==> config.mk <==
export PLATFORM = sky130hd
export DESIGN_NAME = fifo_queue_with_value_delete_top
export DESIGN_NICKNAME = d
export VERILOG_FILES = /design/src/design/fqvd_pkg.sv /design/src/design/fqvd_store.sv /design/src/design/fifo_queue_with_value_delete_top.sv
export SDC_FILE = /design/constraint.sdc
export NUM_CORES = 1
export LEC_CHECK = 0
export ABC_AREA = 0
export ABC_CLOCK_PERIOD_IN_PS = 6000
export BUFFER_PORTS_ARGS = -buffer_cell sky130_fd_sc_hd__buf_2
export CAP_MARGIN = 20
export CORE_ASPECT_RATIO = 2
export CORE_MARGIN = 5
export CORE_UTILIZATION = 55
export CTS_CLUSTER_DIAMETER = 150
export CTS_CLUSTER_SIZE = 40
export DETAILED_ROUTE_END_ITERATION = 16
export MAX_ROUTING_LAYER = met4
export PLACE_DENSITY_LB_ADDON = 0.3
export SLEW_MARGIN = 20
export SYNTH_ARGS = -nofsm -noshare
export SYNTH_HDL_FRONTEND = slang
export SYNTH_SLANG_ARGS = --single-unit
==> constraint.sdc <==
create_clock -name clk -period 6 [get_ports clk]
set_input_delay 1.2 -clock clk [delete_from_list [all_inputs] [get_ports clk]]
set_output_delay 1.2 -clock clk [all_outputs]
set_load 0.05 [all_outputs]
==> src/design/fqvd_pkg.sv <==
// Shared codes, field widths and state type for the linked-list FIFO queue.
package fqvd_pkg;

    // Field widths fixed by the stream format
    localparam int VAL_W    = 32;
    localparam int REQ_W    = 2;
    localparam int ST_W     = 2;
    localparam int OCC_W    = 5;
    localparam int M_DATA_W = 40;

    typedef logic [REQ_W-1:0] req_code_t;
    typedef logic [ST_W-1:0]  status_t;

    // Request codes
    localparam req_code_t REQ_ENQ = 2'd0;
    localparam req_code_t REQ_DEQ = 2'd1;
    localparam req_code_t REQ_DEL = 2'd2;

    // Result status codes
    localparam status_t ST_OK        = 2'd0;
    localparam status_t ST_EMPTY     = 2'd1;
    localparam status_t ST_NOT_FOUND = 2'd2;
    localparam status_t ST_FULL      = 2'd3;

    // Value returned by a dequeue from an empty queue
    localparam logic [VAL_W-1:0] EMPTY_VALUE = 32'hFFFF_FFFF;

    // Sequencer states
    typedef enum logic [1:0] {
        S_IDLE,
        S_EXEC,
        S_WALK,
        S_FIX
    } state_t;

endpackage

==> src/design/fqvd_store.sv <==
// Entry store: value memory and link memory sharing one read address, with registered read data.
module fqvd_store #(
    parameter int   DEPTH = 16,
    localparam int  AW    = $clog2(DEPTH)
) (
    input  logic                       clk,
    input  logic                       rd_en,
    input  logic [AW-1:0]              rd_addr,
    output logic [fqvd_pkg::VAL_W-1:0] rd_value,
    output logic [AW-1:0]              rd_link,
    input  logic                       val_we,
    input  logic [AW-1:0]              val_waddr,
    input  logic [fqvd_pkg::VAL_W-1:0] val_wdata,
    input  logic                       link_we,
    input  logic [AW-1:0]              link_waddr,
    input  logic [AW-1:0]              link_wdata
);
    import fqvd_pkg::*;

    logic [VAL_W-1:0] value_mem [DEPTH];
    logic [AW-1:0]    link_mem  [DEPTH];

    // Write values
    always_ff @(posedge clk)
    begin
        if (val_we)
        begin
            value_mem[val_waddr] <= val_wdata;
        end
    end

    // Write links
    always_ff @(posedge clk)
    begin
        if (link_we)
        begin
            link_mem[link_waddr] <= link_wdata;
        end
    end

    // Read both memories; data holds when no read is issued
    always_ff @(posedge clk)
    begin
        if (rd_en)
        begin
            rd_value <= value_mem[rd_addr];
            rd_link  <= link_mem[rd_addr];
        end
    end

endmodule

==> src/design/fifo_queue_with_value_delete_top.sv <==
// Top level of the bounded FIFO queue with enqueue, dequeue and delete-by-value.
// Entries live in a linked list kept in two one-port-read memories (values and links);
// released slots go onto a free list threaded through the link memory, and never-used
// slots are handed out by a fill counter, so no clearing pass follows reset. Enqueue, dequeue,
// the unused code, any request that fails at once and a delete that hits the front entry are
// accepted, then committed. A delete that misses the front walks the list behind it, then
// unlinks and releases the matching slot in a fix step, or reports not found at the tail.
// The walk advances one link per cycle while the output register is free, set by the single
// read port of the link memory. A result waiting on m_tready holds the commit of the next
// request until the output register frees up.
module fifo_queue_with_value_delete_top #(
    parameter int DEPTH = 16
) (
    input  logic                          clk,
    input  logic                          rst_n,
    input  logic                          s_tvalid,
    output logic                          s_tready,
    input  logic [fqvd_pkg::VAL_W-1:0]    s_tdata,   // [31:0] value
    input  logic [fqvd_pkg::REQ_W-1:0]    s_tuser,   // [1:0] req_type
    output logic                          m_tvalid,
    input  logic                          m_tready,
    output logic [fqvd_pkg::M_DATA_W-1:0] m_tdata,   // [31:0] out_value, [32] now_empty,
                                                     // [37:33] occupancy, [39:38] zero
    output logic [fqvd_pkg::ST_W-1:0]     m_tuser    // [1:0] status
);
    import fqvd_pkg::*;

    localparam int AW = $clog2(DEPTH);
    localparam int CW = $clog2(DEPTH + 1);
    localparam logic [CW-1:0] FULL_CNT = CW'(DEPTH);
    localparam logic [CW-1:0] ONE_CNT  = CW'(1);
    localparam int PAD_W = M_DATA_W - VAL_W - 1 - OCC_W;

    state_t state_reg, state_next;

    req_code_t        req_reg, req_next;
    logic [VAL_W-1:0] val_reg, val_next;

    logic [AW-1:0] head_reg, head_next;
    logic [AW-1:0] tail_reg, tail_next;
    logic [AW-1:0] free_head_reg, free_head_next;
    logic [AW-1:0] prev_reg, prev_next;
    logic [AW-1:0] cur_reg, cur_next;
    logic [CW-1:0] count_reg, count_next;
    logic [CW-1:0] fresh_reg, fresh_next;
    logic [CW-1:0] idx_reg, idx_next;

    logic                m_tvalid_reg, m_tvalid_next;
    logic [M_DATA_W-1:0] m_tdata_reg, m_tdata_next;
    status_t             m_tuser_reg, m_tuser_next;

    // Memory port signals
    logic             mem_re;
    logic [AW-1:0]    mem_ra;
    logic [VAL_W-1:0] rd_value;
    logic [AW-1:0]    rd_link;
    logic             val_we;
    logic [AW-1:0]    val_wa;
    logic [VAL_W-1:0] val_wd;
    logic             link_we;
    logic [AW-1:0]    link_wa;
    logic [AW-1:0]    link_wd;

    // Result being loaded this cycle
    logic             load_out;
    status_t          res_status;
    logic [VAL_W-1:0] res_value;

    logic          out_free;
    logic          hit;
    logic          walk_last;
    logic          start_walk;
    logic [AW-1:0] new_slot;

    fqvd_store #(
        .DEPTH (DEPTH)
    ) u_store (
        .clk        (clk),
        .rd_en      (mem_re),
        .rd_addr    (mem_ra),
        .rd_value   (rd_value),
        .rd_link    (rd_link),
        .val_we     (val_we),
        .val_waddr  (val_wa),
        .val_wdata  (val_wd),
        .link_we    (link_we),
        .link_waddr (link_wa),
        .link_wdata (link_wd)
    );

    // Status terms shared by the sequencer blocks
    assign out_free   = !m_tvalid_reg || m_tready;
    assign hit        = (rd_value == val_reg);
    assign walk_last  = (idx_reg == count_reg - ONE_CNT);
    assign start_walk = (req_reg == REQ_DEL) && (count_reg > ONE_CNT) && !hit;
    assign new_slot   = (fresh_reg != FULL_CNT) ? fresh_reg[AW-1:0] : free_head_reg;

    assign s_tready = (state_reg == S_IDLE);
    assign m_tvalid = m_tvalid_reg;
    assign m_tdata  = m_tdata_reg;
    assign m_tuser  = m_tuser_reg;

    // Next state
    always_comb
    begin
        state_next = state_reg;
        unique case (state_reg)
            S_IDLE:
            begin
                if (s_tvalid)
                begin
                    state_next = S_EXEC;
                end
            end
            S_EXEC:
            begin
                if (out_free)
                begin
                    state_next = start_walk ? S_WALK : S_IDLE;
                end
            end
            S_WALK:
            begin
                if (out_free)
                begin
                    if (hit)
                    begin
                        state_next = S_FIX;
                    end
                    else if (walk_last)
                    begin
                        state_next = S_IDLE;
                    end
                end
            end
            S_FIX:
            begin
                if (out_free)
                begin
                    state_next = S_IDLE;
                end
            end
            default:
            begin
                state_next = S_IDLE;
            end
        endcase
    end

    // Datapath and memory control
    always_comb
    begin
        req_next       = req_reg;
        val_next       = val_reg;
        head_next      = head_reg;
        tail_next      = tail_reg;
        free_head_next = free_head_reg;
        prev_next      = prev_reg;
        cur_next       = cur_reg;
        count_next     = count_reg;
        fresh_next     = fresh_reg;
        idx_next       = idx_reg;
        mem_re         = 1'b0;
        mem_ra         = head_reg;
        val_we         = 1'b0;
        val_wa         = new_slot;
        val_wd         = val_reg;
        link_we        = 1'b0;
        link_wa        = tail_reg;
        link_wd        = new_slot;
        load_out       = 1'b0;
        res_status     = ST_OK;
        res_value      = '0;

        unique case (state_reg)
            S_IDLE:
            begin
                // Capture the beat and fetch the free-list head or the queue front
                if (s_tvalid)
                begin
                    req_next = s_tuser;
                    val_next = s_tdata;
                    mem_re   = 1'b1;
                    mem_ra   = (s_tuser == REQ_ENQ) ? free_head_reg : head_reg;
                end
            end
            S_EXEC:
            begin
                if (out_free)
                begin
                    load_out = 1'b1;
                    case (req_reg) inside
                        REQ_ENQ:
                        begin
                            if (count_reg == FULL_CNT)
                            begin
                                res_status = ST_FULL;
                            end
                            else
                            begin
                                // Take a never-used slot first, else pop the free list
                                if (fresh_reg != FULL_CNT)
                                begin
                                    fresh_next = fresh_reg + ONE_CNT;
                                end
                                else
                                begin
                                    free_head_next = rd_link;
                                end
                                val_we = 1'b1;
                                if (count_reg != '0)
                                begin
                                    link_we = 1'b1;
                                end
                                else
                                begin
                                    head_next = new_slot;
                                end
                                tail_next  = new_slot;
                                count_next = count_reg + ONE_CNT;
                            end
                        end
                        REQ_DEQ, REQ_DEL:
                        begin
                            if (count_reg == '0)
                            begin
                                res_status = ST_EMPTY;
                                res_value  = (req_reg == REQ_DEQ) ? EMPTY_VALUE : '0;
                            end
                            else if (req_reg == REQ_DEQ || hit)
                            begin
                                // Drop the front entry and push its slot on the free list
                                res_value      = (req_reg == REQ_DEQ) ? rd_value : '0;
                                head_next      = rd_link;
                                link_we        = 1'b1;
                                link_wa        = head_reg;
                                link_wd        = free_head_reg;
                                free_head_next = head_reg;
                                count_next     = count_reg - ONE_CNT;
                            end
                            else if (count_reg == ONE_CNT)
                            begin
                                res_status = ST_NOT_FOUND;
                            end
                            else
                            begin
                                // Advance to the second entry
                                load_out  = 1'b0;
                                prev_next = head_reg;
                                cur_next  = rd_link;
                                idx_next  = ONE_CNT;
                                mem_re    = 1'b1;
                                mem_ra    = rd_link;
                            end
                        end
                        default:
                        begin
                            res_status = ST_OK;
                        end
                    endcase
                end
            end
            S_WALK:
            begin
                if (out_free)
                begin
                    if (hit)
                    begin
                        // Unlink the matching entry from its predecessor
                        link_we = 1'b1;
                        link_wa = prev_reg;
                        link_wd = rd_link;
                        if (walk_last)
                        begin
                            tail_next = prev_reg;
                        end
                    end
                    else if (walk_last)
                    begin
                        load_out   = 1'b1;
                        res_status = ST_NOT_FOUND;
                    end
                    else
                    begin
                        prev_next = cur_reg;
                        cur_next  = rd_link;
                        idx_next  = idx_reg + ONE_CNT;
                        mem_re    = 1'b1;
                        mem_ra    = rd_link;
                    end
                end
            end
            S_FIX:
            begin
                // Release the unlinked slot onto the free list
                if (out_free)
                begin
                    load_out       = 1'b1;
                    link_we        = 1'b1;
                    link_wa        = cur_reg;
                    link_wd        = free_head_reg;
                    free_head_next = cur_reg;
                    count_next     = count_reg - ONE_CNT;
                end
            end
            default:
            begin
                load_out = 1'b0;
            end
        endcase
    end

    // Output register
    always_comb
    begin
        m_tvalid_next = m_tvalid_reg && !m_tready;
        m_tdata_next  = m_tdata_reg;
        m_tuser_next  = m_tuser_reg;
        if (load_out)
        begin
            m_tvalid_next = 1'b1;
            m_tuser_next  = res_status;
            m_tdata_next  = {{PAD_W{1'b0}}, OCC_W'(count_next), (count_next == '0), res_value};
        end
    end

    // Control registers
    always_ff @(posedge clk or negedge rst_n)
    begin
        if (!rst_n)
        begin
            state_reg     <= S_IDLE;
            head_reg      <= '0;
            tail_reg      <= '0;
            free_head_reg <= '0;
            count_reg     <= '0;
            fresh_reg     <= '0;
            m_tvalid_reg  <= 1'b0;
        end
        else
        begin
            state_reg     <= state_next;
            head_reg      <= head_next;
            tail_reg      <= tail_next;
            free_head_reg <= free_head_next;
            count_reg     <= count_next;
            fresh_reg     <= fresh_next;
            m_tvalid_reg  <= m_tvalid_next;
        end
    end

    // Payload registers
    always_ff @(posedge clk)
    begin
        req_reg     <= req_next;
        val_reg     <= val_next;
        prev_reg    <= prev_next;
        cur_reg     <= cur_next;
        idx_reg     <= idx_next;
        m_tdata_reg <= m_tdata_next;
        m_tuser_reg <= m_tuser_next;
    end

    // Occupancy never exceeds the slot count
    a_count_bound: assert property (@(posedge clk) disable iff (!rst_n)
        count_reg <= FULL_CNT)
        else $error("entry count above depth");

    // Every live entry came from a slot handed out by the fill counter
    a_fresh_covers: assert property (@(posedge clk) disable iff (!rst_n)
        fresh_reg >= count_reg)
        else $error("fill counter below entry count");

    // The walk stays inside the live list
    a_walk_inside: assert property (@(posedge clk) disable iff (!rst_n)
        (state_reg == S_WALK) |-> (idx_reg < count_reg))
        else $error("delete walk ran past the tail");

    // A pending result reports the current occupancy
    a_occ_match: assert property (@(posedge clk) disable iff (!rst_n)
        m_tvalid_reg |-> (m_tdata_reg[VAL_W+OCC_W:VAL_W+1] == OCC_W'(count_reg)))
        else $error("reported occupancy differs from entry count");

endmodule

==> reports/results.ini, run 1 <==
[layout]
seqCellArea_sq_um = 21600
syn2layout_area_growth_pct = 7.44
largest_reg_flops = 512
fin_nets = 1925
multiInputGateArea_sq_um = 7530
fillCellCount = 3914
instances_no_fill = 2559
final_cell_area_sq_um = 31700
num_antenna_cells = 0
drive_above_1_share = 0.157

[critical_path]
cpMaxStageDelayCell = o311ai_4
cp_max_fo = 32
crit_path_end_kind = flip-flop
cpPeakStageDelay_ns = 0.91
setup.worst_path.start_class = flip-flop
critPathLaunch = val_reg[25]$_DFFE_PP_
r2r-start = val_reg[25]$_DFFE_PP_
reg2regPathDepth = 11
r2r_setup_slack_ns = 0.48
worstReg2RegEnd = u_store.rd_value[13]$_DFFE_PP_
crit_family = simple AND/OR/NAND/NOR gates
crit_end = u_store.rd_value[13]$_DFFE_PP_
critPathRequiredTime_ns = 6.34
arrival_ns = 5.85
crit_buf_inv = 2
cp_cell_sequence = xor2_1 > nor4_1 > and4_1 > a21oi_2 > mux2i_1 > o311ai_4 > buf_4 > buf_4 > mux2i_1 > o22ai_1 > or4_1
cp.depth = 11
critPathKind = reg2reg

[cts]
cts_buffers = 22
clock_sinks = 724
cts_tree = done
cts_resized = 0
h-tree-depth = 1
clk_pin_slew_worst_paths_ns = 0.14
cts_setup_buffers = 0
root_buffer = clkbuf_16
clockBufferDepth = 3
cts_hold_buf = 0
clk_latency_ns = 0.60

[global_routing]
grt_start_max_net_pins = 75
overflow = 0
grt_pass1_wl_mm = 109
antenna_found_initial = 0
grt_pass1_vias = 16800
gr-usage-all-layers = 0.257

[die]
coreArea_sq_um = 53300
rows = 120
ios = 82
die_w_microns = 174
initial_core_util = 0.553
dieArea_sq_um = 58600
die_y_microns = 337

[sta]
fin_tns_setup_ns = 0
rsz0062_at_grt = false
slew_viol_final = 0
hold-worst-slack_ns = 0.493
finalSetupViolations = 0
clock_skew_ns = 0.0592
worstMarginPinSlew_ns = 1.11
min_period_ns = 5.52
slew_headroom = 0.261
fmax_ghz = 0.181
final-hold-violation-count = 0
period_share = 0.919

[synth]
yosysSeqAreaShare = 0.733
yosysMostFrequentCell = edfxtp_1
synth_commonest_cells = 699 x edfxtp_1, 227 x mux2i_1, 142 x nor2_1
synth_edf_count = 699
synth-seq-cells = 724
yosys.area.top_type_share = 0.712
syn-cell-area_sq_um = 29500
ys_types = 75
async_flop_share = 0.0345
syn_avg_cell_area_sq_um = 16.4
synth_area_leaders = edfxtp_1 71%, mux2i_1 7.7%, mux2_2 3.4%, o22ai_1 2.3%, dfrtp_1 2.1%
yosysWarnings = 0
yosysTopAreaCell = edfxtp_1
syn-instance-count = 1797
ys.flop_type = edfxtp_1

[worst_hold_path]
hold_class = reg2reg

[route]
wire_per_inst_microns = 29.3
viasPerCell = 6.52
firstDrtPassIters = 7
wirelength_mm = 74.9
drc_errors = 0
final_antenna_net_count = 0
drt_iter0_markers = 1874
vias = 16700

[place]
place_congestion = 0.923
dp.cells = 2520
io_buffers = 79
dp_hpwl_mm = 45.6
place_area_sq_um = 31000

[power]
p_leak_nw = 10.7
peakVddDrop_mv = 0.388
powerDensity_nw_per_um2 = 529

[job]
drv_cap = 0

[outcome]
status = finished, final reports clean

## per-stage QoR
stage	utilization	setup WS (ns)	power, W
3_5_place_dp	0.582	0.582	0.0147
6_report	0.594	0.484	0.0168
2_1_floorplan	-	1.36	0.0122
4_1_cts	0.594	0.521	0.0168
3_3_place_gp	0.582	0.726	0.0145
5_1_grt	0.594	0.226	0.0174
## layout by cell type (no fill, tap or decap), types with 4 or more instances in the layout
master / netlist / routed
or4_1: 36 / 36
o21ai_0: 30 / 30
buf_12: 0 / 4
o31ai_1: 6 / 6
inv_1: 15 / 15
mux2_2: 88 / 88
a31oi_1: 4 / 4
nor2_4: 0 / 17
nor4_1: 8 / 8
xor2_1: 36 / 36
a221oi_1: 5 / 5
nand4_1: 11 / 11
nor2b_1: 5 / 5
nor2_1: 142 / 125
clkbuf_16: 0 / 23
mux2i_1: 227 / 227
buf_2: 44 / 79
ha_1: 14 / 14
buf_4: 5 / 64
nand3_2: 4 / 6
o22ai_1: 109 / 109
a22o_1: 42 / 42
or3_1: 5 / 5
nand3_1: 10 / 8
edfxtp_1: 699 / 699
a21o_1: 7 / 7
dfrtp_1: 25 / 25
nand2b_1: 4 / 4
nand2_1: 51 / 51
mux2_1: 6 / 6
clkbuf_1: 36 / 15
a21oi_1: 36 / 35
xnor2_1: 11 / 11
## report_power, final
| group | switching [W] | leakage [nW] | internal, W | total (W) |
|---|---|---|---|---|
| logic | 0.00466 | 3.70 | 0.00279 | 0.00746 |
| registers | 0.000554 | 6.68 | 0.00661 | 0.00717 |
| clock network | 0.00139 | 0.313 | 0.000746 | 0.00213 |
| total | 0.00661 | 10.7 | 0.0102 | 0.0168 |
## kinds of logic (layout without fill, tap and decap cells)
kind of cell | Yosys count | after routing | synth area share
XOR/XNOR | 48 | 48 | 0.0147
other | 1 | 2 | 0.000127
adder cells (fa/ha/maj) | 14 | 14 | 0.00594
AO/OA/AOI/OAI | 273 | 273 | 0.0637
AND/OR/NAND/NOR | 303 | 303 | 0.0513
multiplexers | 322 | 322 | 0.114
buffers and inverters | 112 | 202 | 0.0173
flip-flops | 724 | 724 | 0.733
## worst reg2reg max path: stages, from the launching register on
cell and delay, ns:
edfxtp_1 0.63, xor2_1 0.31, nor4_1 0.63, and4_1 0.51
a21oi_2 0.17, mux2i_1 0.19, o311ai_4 0.91, buf_4 0.58
buf_4 0.43, mux2i_1 0.28, o22ai_1 0.13, or4_1 0.49
## final cells by class
class	count	area share
clock buffers	38	0.0200
clock inverters	1	0.000948
inverters	16	0.00190
multi-input cells	962	0.238
flip-flops and latches	724	0.683
well taps	671	0.0265
repair buffers	147	0.0302
## layer usage
| layer | part of all wire | track usage |
|---|---|---|
| met1 | 0.35 | 0.301 |
| met2 | 0.53 | 0.460 |
| met3 | 0.067 | 0.0236 |
| met4 | 0.051 | 0.108 |
| met5 | 0 | - |
## worst min-delay path by stage
stage	end	start	cells past startpoint	slack [ns]
CTS	fresh_reg[4]$_DFFE_PN0P_	fresh_reg[4]$_DFFE_PN0P_	1	0.49
floorplan	fresh_reg[4]$_DFFE_PN0P_	fresh_reg[4]$_DFFE_PN0P_	1	0.44
detailed placement	fresh_reg[4]$_DFFE_PN0P_	fresh_reg[4]$_DFFE_PN0P_	1	0.46
finish	fresh_reg[4]$_DFFE_PN0P_	fresh_reg[4]$_DFFE_PN0P_	1	0.49
global placement	fresh_reg[4]$_DFFE_PN0P_	fresh_reg[4]$_DFFE_PN0P_	1	0.46
global route	fresh_reg[4]$_DFFE_PN0P_	fresh_reg[4]$_DFFE_PN0P_	1	0.50
(Power assumes the default switching activity.)
==> inputs of run 2 (changes only) <==
--- a/config.mk
+++ b/config.mk
@@ -11,7 +11,7 @@
 export CAP_MARGIN = 20
 export CORE_ASPECT_RATIO = 2
 export CORE_MARGIN = 5
-export CORE_UTILIZATION = 55
+export CORE_UTILIZATION = 39
 export CTS_CLUSTER_DIAMETER = 150
 export CTS_CLUSTER_SIZE = 40
 export DETAILED_ROUTE_END_ITERATION = 16
==> run 2 against run 1 <==
  * Worst setup slack better by 0.50 ns
  * Non-clock buffer count up 5
  * Cell area up 1.8%
  * Global-route usage down 6.5 points
  * Final cell count up 13%
  * Utilization down 16 points
  * Die area up 39%
  * Count of clock-buffer cells in the layout up 1
  * Combinational power up 2%
  * Fmax up 9.9%
==> reports/results.ini, run 2 (synthesis results as in run 1) <==
[critical_path]
critPathRequiredTime_ns = 6.37  ; +0.03 ns
cpPeakStageDelay_ns = 0.76  ; -0.15 ns
critPathKind = reg2reg
cp_max_fo = 43  ; +34%
reg2regPathDepth = 11  ; unchanged
crit_family = simple AND/OR/NAND/NOR gates
crit_buf_inv = 2  ; unchanged
crit_path_end_kind = flip-flop
cp_common_cell = buf_12
setup.worst_path.start_class = flip-flop
cpMaxStageDelayCell = edfxtp_1
cp.depth = 11  ; unchanged
cp_cell_sequence = xor2_1 > nor4_1 > and4_1 > nand2_1 > a41oi_1 > o311ai_4 > buf_12 > buf_12 > mux2_1 > a22o_1 > or4_1
arrival_ns = 5.38  ; -0.47 ns

[layout]
num_antenna_cells = 0  ; unchanged
final_common_cell = edfxtp_1
instances_no_fill = 2902  ; +13%
fin_nets = 1930  ; +0.26%
largest_reg_flops = 512  ; unchanged
syn2layout_area_growth_pct = 9.40
utilization = 0.430  ; -0.164
drive_above_1_share = 0.160  ; +0.00267
final_cell_mix = 699 x edfxtp_1, 227 x mux2i_1, 125 x nor2_1

[power]
p_leak_nw = 10.8  ; +0.65%
powerDensity_nw_per_um2 = 526  ; -0.67%
peakVddDrop_mv = 0.466  ; +20%

[cts]
h-tree-depth = 1  ; unchanged
clk_pin_slew_worst_paths_ns = 0.14  ; about the same
root_buffer = clkbuf_16
cts_setup_buffers = 0  ; unchanged
clk_latency_ns = 0.63  ; +0.03 ns
cts_tree = done
clock_sinks = 724  ; unchanged
cts_resized = 0  ; unchanged
cts_hold_buf = 0  ; unchanged
cts_buffers = 22  ; unchanged
clockBufferDepth = 3  ; unchanged

[global_routing]
grt_pass1_vias = 16700  ; -0.036%
gr-usage-all-layers = 0.192  ; -0.0654
grt_start_max_net_pins = 68  ; -9.3%
antenna_found_initial = 1  ; +1
grt_pass1_wl_mm = 113  ; +3.7%
overflow = 0  ; unchanged

[place]
dp_hpwl_mm = 49.7  ; +9.0%
place_congestion = 0.923  ; about the same
dp.cells = 2862  ; +14%
io_buffers = 79  ; unchanged

[sta]
clock_skew_ns = 0.0814  ; +0.0223 ns
rsz0062_at_grt = false
finalSetupViolations = 0  ; unchanged
slew_headroom = 0.423  ; +0.162
worstMarginPinSlew_ns = 0.863  ; -0.245 ns
final-hold-violation-count = 0  ; unchanged
slew_viol_final = 0  ; unchanged
period_share = 0.836  ; -0.0831
fmax_ghz = 0.199  ; +9.9%
fin_tns_setup_ns = 0  ; unchanged
min_period_ns = 5.02  ; -0.499 ns

[die]
rows = 142  ; +18%
coreArea_sq_um = 75000  ; +41%
die_y_microns = 399  ; +18%
initial_core_util = 0.393  ; -0.160
dieArea_sq_um = 81500  ; +39%
die_w_microns = 204  ; +18%
ios = 82  ; unchanged

[route]
viasPerCell = 5.59  ; -14%
firstDrtPassIters = 5  ; -2
final_antenna_net_count = 0  ; unchanged
wirelength_mm = 78.1  ; +4.2%
vias = 16200  ; -2.8%
wire_per_inst_microns = 26.9  ; -8.1%
drc_errors = 0  ; unchanged
drt_iter0_markers = 1450  ; -23%

[job]
drv_cap = 0  ; unchanged

[outcome]
status = finished, final reports clean

[worst_hold_path]
hold_class = reg2reg
whs_path_depth = 1  ; unchanged

-- run 2: changes by cell type in the layout (fill, tap and decap cells not counted) --
cell | previous run | this run
buf_4 | 64 | 60
nand2b_1 | 4 | 3
nand2b_2 | 0 | 1
clkbuf_1 | 15 | 16
buf_12 | 4 | 13
-- run 2: per-stage QoR --
step           setup WS, ns  power [W]  hold WS [ns]  instance area (sq um)
2_1_floorplan          1.36     0.0122         0.438                  29500
3_3_place_gp           1.15     0.0148         0.458                  31600
3_5_place_dp           1.06     0.0149         0.466                  31600
4_1_cts                1.03     0.0170         0.492                  32200
5_1_grt               0.828     0.0177         0.514                  32200
6_report              0.983     0.0169         0.492                  32200
-- run 2: worst reg2reg max path, stage by stage, from the launching register on --
cell	delay [ns]
edfxtp_1	0.76
xor2_1	0.32
nor4_1	0.68
and4_1	0.46
nand2_1	0.30
a41oi_1	0.45
o311ai_4	0.25
buf_12	0.22
buf_12	0.22
mux2_1	0.39
a22o_1	0.24
or4_1	0.49
-- run 2: worst paths after layout --
path                                           from                              to  slack, ns
max                           val_reg[28]$_DFFE_PP_  u_store.rd_value[31]$_DFFE_PP_       0.98
min                        fresh_reg[4]$_DFFE_PN0P_        fresh_reg[4]$_DFFE_PN0P_       0.49
max reg2reg                   val_reg[28]$_DFFE_PP_  u_store.rd_value[31]$_DFFE_PP_       0.98
min reg2reg                fresh_reg[4]$_DFFE_PN0P_        fresh_reg[4]$_DFFE_PN0P_       0.49
max in group asynchronous                     rst_n         head_reg[2]$_DFFE_PN0P_       4.94
min in group asynchronous                     rst_n         tail_reg[2]$_DFFE_PN0P_       0.61
-- run 2: power breakdown --
group          internal (W)  total, W  switching [W]  leakage, nW
combinational       0.00288   0.00759        0.00470         3.77
sequential          0.00661   0.00719       0.000575         6.68
clock              0.000747   0.00218        0.00143        0.314
total                0.0102    0.0169        0.00671         10.8
-- run 2: layout make-up --
cell class                      count  area [sq um]
Timing Repair Buffer              152          1110
Clock buffer                       39           636
Clock inverter                      1          30.0
Inverter                           16          60.1
Multi-Input combinational cell    962          7530
Sequential cell                   724         21600
Tap cell                         1008          1260
Fill cell                        6721         42700
-- run 2: layer usage --
layer | up-vias | GRT usage | wire [microns]
met5 | - | - | 0
met4 | 0 | 0.0769 | 3570
met3 | 143 | 0.0160 | 3500
met2 | 560 | 0.350 | 42200
met1 | 8356 | 0.218 | 28900
li1 | 7164 | - | -
==> inputs of run 3 (changes only) <==
--- a/config.mk
+++ b/config.mk
@@ -6,7 +6,7 @@
 export NUM_CORES = 1
 export LEC_CHECK = 0
 export ABC_AREA = 0
-export ABC_CLOCK_PERIOD_IN_PS = 6000
+export ABC_CLOCK_PERIOD_IN_PS = 4200
 export BUFFER_PORTS_ARGS = -buffer_cell sky130_fd_sc_hd__buf_2
 export CAP_MARGIN = 20
 export CORE_ASPECT_RATIO = 2
==> constraint.sdc (replaced) <==
create_clock -name clk -period 4.2 [get_ports clk]
set_input_delay 0.84 -clock clk [delete_from_list [all_inputs] [get_ports clk]]
set_output_delay 0.84 -clock clk [all_outputs]
set_load 0.05 [all_outputs]
==> run 3 against run 2 <==
  * Critical path depth rose by 5
  * Count of clock-buffer cells in the layout did not move
  * Flip-flop and latch count did not move
  * Total power rose by 53%
  * Worst setup slack got worse by 0.98 ns
  * Critical endpoint is now u_store.rd_link[1]$_DFFE_PP_
  * Highest routed layer unchanged
==> reports/results.ini, run 3 (synthesis results as in run 1) <==
[layout]
largest_reg_flops = 512  ; unchanged
fin_nets = 2064  ; +6.9%
seqCellArea_sq_um = 21600  ; unchanged
drive_above_1_share = 0.221  ; +0.0609
final_cell_mix = 699 x edfxtp_1, 226 x mux2i_1, 158 x buf_4
syn2layout_area_growth_pct = 14.6
num_antenna_cells = 0  ; unchanged
fillCellCount = 6590  ; -1.9%
final_common_cell = edfxtp_1
multiInputGateArea_sq_um = 7630  ; +1.2%
utilization = 0.450  ; +0.0202

[place]
dp_hpwl_mm = 52.3  ; +5.2%
place_congestion = 0.945  ; +2.4%
dp_slack_ns = -0.0786  ; -1.14 ns
io_buffers = 79  ; unchanged

[die]
initial_core_util = 0.393  ; unchanged
coreArea_sq_um = 75000  ; unchanged
rows = 142  ; unchanged
die_y_microns = 399  ; unchanged
ios = 82  ; unchanged
die_w_microns = 204  ; unchanged
dieArea_sq_um = 81500  ; unchanged

[outcome]
status = finished, final reports clean

[route]
highest_layer = met4
final_antenna_net_count = 0  ; unchanged
wirelength_mm = 80.9  ; +3.6%
viasPerCell = 5.57  ; -0.35%
drt_iter0_markers = 1394  ; -3.9%
firstDrtPassIters = 5  ; unchanged
wire_per_inst_microns = 26.6  ; -1.0%
drc_errors = 0  ; unchanged
dr_wl_met2_mm = 44.2  ; +4.8%
drt-met1-wl_mm = 29.9  ; +3.5%
vias = 16900  ; +4.3%
wl_met3_mm = 3.82  ; +9.2%

[sta]
min_period_ns = 4.19  ; -0.823 ns
clock_skew_ns = 0.0575  ; -0.0240 ns
setup_ws_ns = 0.00554  ; -0.977 ns
fmax_ghz = 0.238  ; +20%
final-hold-violation-count = 0  ; unchanged
slew_viol_final = 0  ; unchanged
rsz0062_at_grt = true
fin_tns_setup_ns = 0  ; unchanged
slew_headroom = 0.551  ; +0.128
period_share = 0.999  ; +0.162
worstMarginPinSlew_ns = 0.674  ; -0.190 ns
finalSetupViolations = 0  ; unchanged

[power]
p_leak_nw = 11.5  ; +7.3%
seqPwrFrac = 0.389  ; -0.035
switchingPower_w = 0.00998  ; +49%
p_int_w = 0.0160  ; +56%
peakVddDrop_mv = 0.407  ; -13%
powerDensity_nw_per_um2 = 770  ; +47%
swShare = 0.384  ; -0.0121
pwr-share-comb = 0.492  ; +0.044
clockPowerShare = 0.119  ; -0.009
total_power_w = 0.0260  ; +53%

[critical_path]
critPathKind = reg2reg
setup.worst_path.start_class = flip-flop
critPathRequiredTime_ns = 4.56  ; -1.81 ns
crit_path_end_kind = flip-flop
cp_max_fo = 20  ; -53%
reg2regPathDepth = 16  ; +5
arrival_ns = 4.55  ; -0.83 ns
cpPeakStageDelay_ns = 0.49  ; -0.27 ns
cpMaxStageDelayCell = or4_1
cp_common_cell = buf_4
cp_cell_sequence = xor2_1 > buf_4 > nor4_4 > buf_4 > and4_1 > buf_6 > a21oi_2 > mux2i_1 > o311ai_4 > buf_4 > clkbuf_16 > buf_4 > buf_12 > mux2i_1 > o22ai_1 > or4_1

[cts]
cts_buffers = 22  ; unchanged
clk_latency_ns = 0.61  ; -0.02 ns
clock_sinks = 724  ; unchanged
cts_tree = done
root_buffer = clkbuf_16
h-tree-depth = 1  ; unchanged
clockBufferDepth = 3  ; unchanged
clk_pin_slew_worst_paths_ns = 0.15  ; about the same

[worst_hold_path]
hold_class = in2async

[global_routing]
overflow = 0  ; unchanged
antenna_found_initial = 1  ; unchanged
grt_start_max_net_pins = 42  ; -38%
gr-usage-all-layers = 0.199  ; +0.00664
grt_pass1_wl_mm = 116  ; +2.7%
grt_pass1_vias = 17200  ; +2.4%

[job]
drv_cap = 0  ; unchanged

-- run 3: cell count changes in the layout (fill, tap and decap cells not counted), moves of 3 or more --
cell	change
nor4_4	+3
buf_6	+4
nor4_1	-5
buf_12	+31
buf_4	+98
-- run 3: cell type report --
type                    instances  area share
multi-input cells             962       0.226
well taps                    1008      0.0374
flip-flops and latches        724       0.640
clock buffers                  39      0.0188
clock inverters                 1    0.000889
repair buffers                286      0.0750
inverters                      16     0.00178
-- run 3: timing repair --
action / 4_1_cts / 5_1_grt
cloned: 0 / 1
hold buffers: 0 / 0
gates resized for setup: 3 / 16
endpoints found under the setup margin: 13 / 41
setup buffers: 3 / 5
pin swaps: 0 / 1
-- run 3: worst paths after layout --
path,startpoint,end,slack (ns)
max reg2reg,val_reg[17]$_DFFE_PP_,u_store.rd_link[1]$_DFFE_PP_,0.006
max,val_reg[17]$_DFFE_PP_,u_store.rd_link[1]$_DFFE_PP_,0.006
max in group asynchronous,rst_n,count_reg[3]$_DFF_PN0_,3.53
min reg2reg,fresh_reg[4]$_DFFE_PN0P_,fresh_reg[4]$_DFFE_PN0P_,0.49
min,rst_n,fresh_reg[2]$_DFFE_PN0P_,0.24
min in group clk,s_tdata[2],val_reg[2]$_DFFE_PP_,0.38
-- run 3: per-layer routing --
layer	up-vias	track usage
met4	0	0.0684
met3	139	0.0160
li1	7432	-
met5	-	-
met1	8730	0.223
met2	612	0.370
-- run 3: metrics by stage --
| stage | cells | instance area, sq um | hold WS [ns] |
|---|---|---|---|
| floorplan | 1798 | 29500 | 0.438 |
| global placement | 2987 | 32900 | 0.462 |
| detailed placement | 2987 | 32900 | 0.466 |
| CTS | 3030 | 33600 | 0.226 |
| global route | 3036 | 33800 | 0.252 |
| finish | 3036 | 33800 | 0.237 |
-- run 3: power groups by stage --
stage	Sequential (W)	Combinational, W	Clock [W]
6_report	0.0101	0.0128	0.00309
5_1_grt	0.0102	0.0135	0.00339
4_1_cts	0.0101	0.0126	0.00316
3_5_place_dp	0.0103	0.0125	0
3_3_place_gp	0.0103	0.0123	0
2_1_floorplan	0.0106	0.00690	0
-- run 3: critical path, delay by kind of cell (launching register included) --
| kind | cells | cell delay, ns |
|---|---|---|
| buffers and inverters | 7 | 1.21 |
| AOI/OAI and AO/OA | 3 | 0.64 |
| muxes | 2 | 0.38 |
| xor gates and xnor gates | 1 | 0.22 |
| DFF | 1 | 0.48 |
| and+or+nand+nor | 3 | 0.99 |
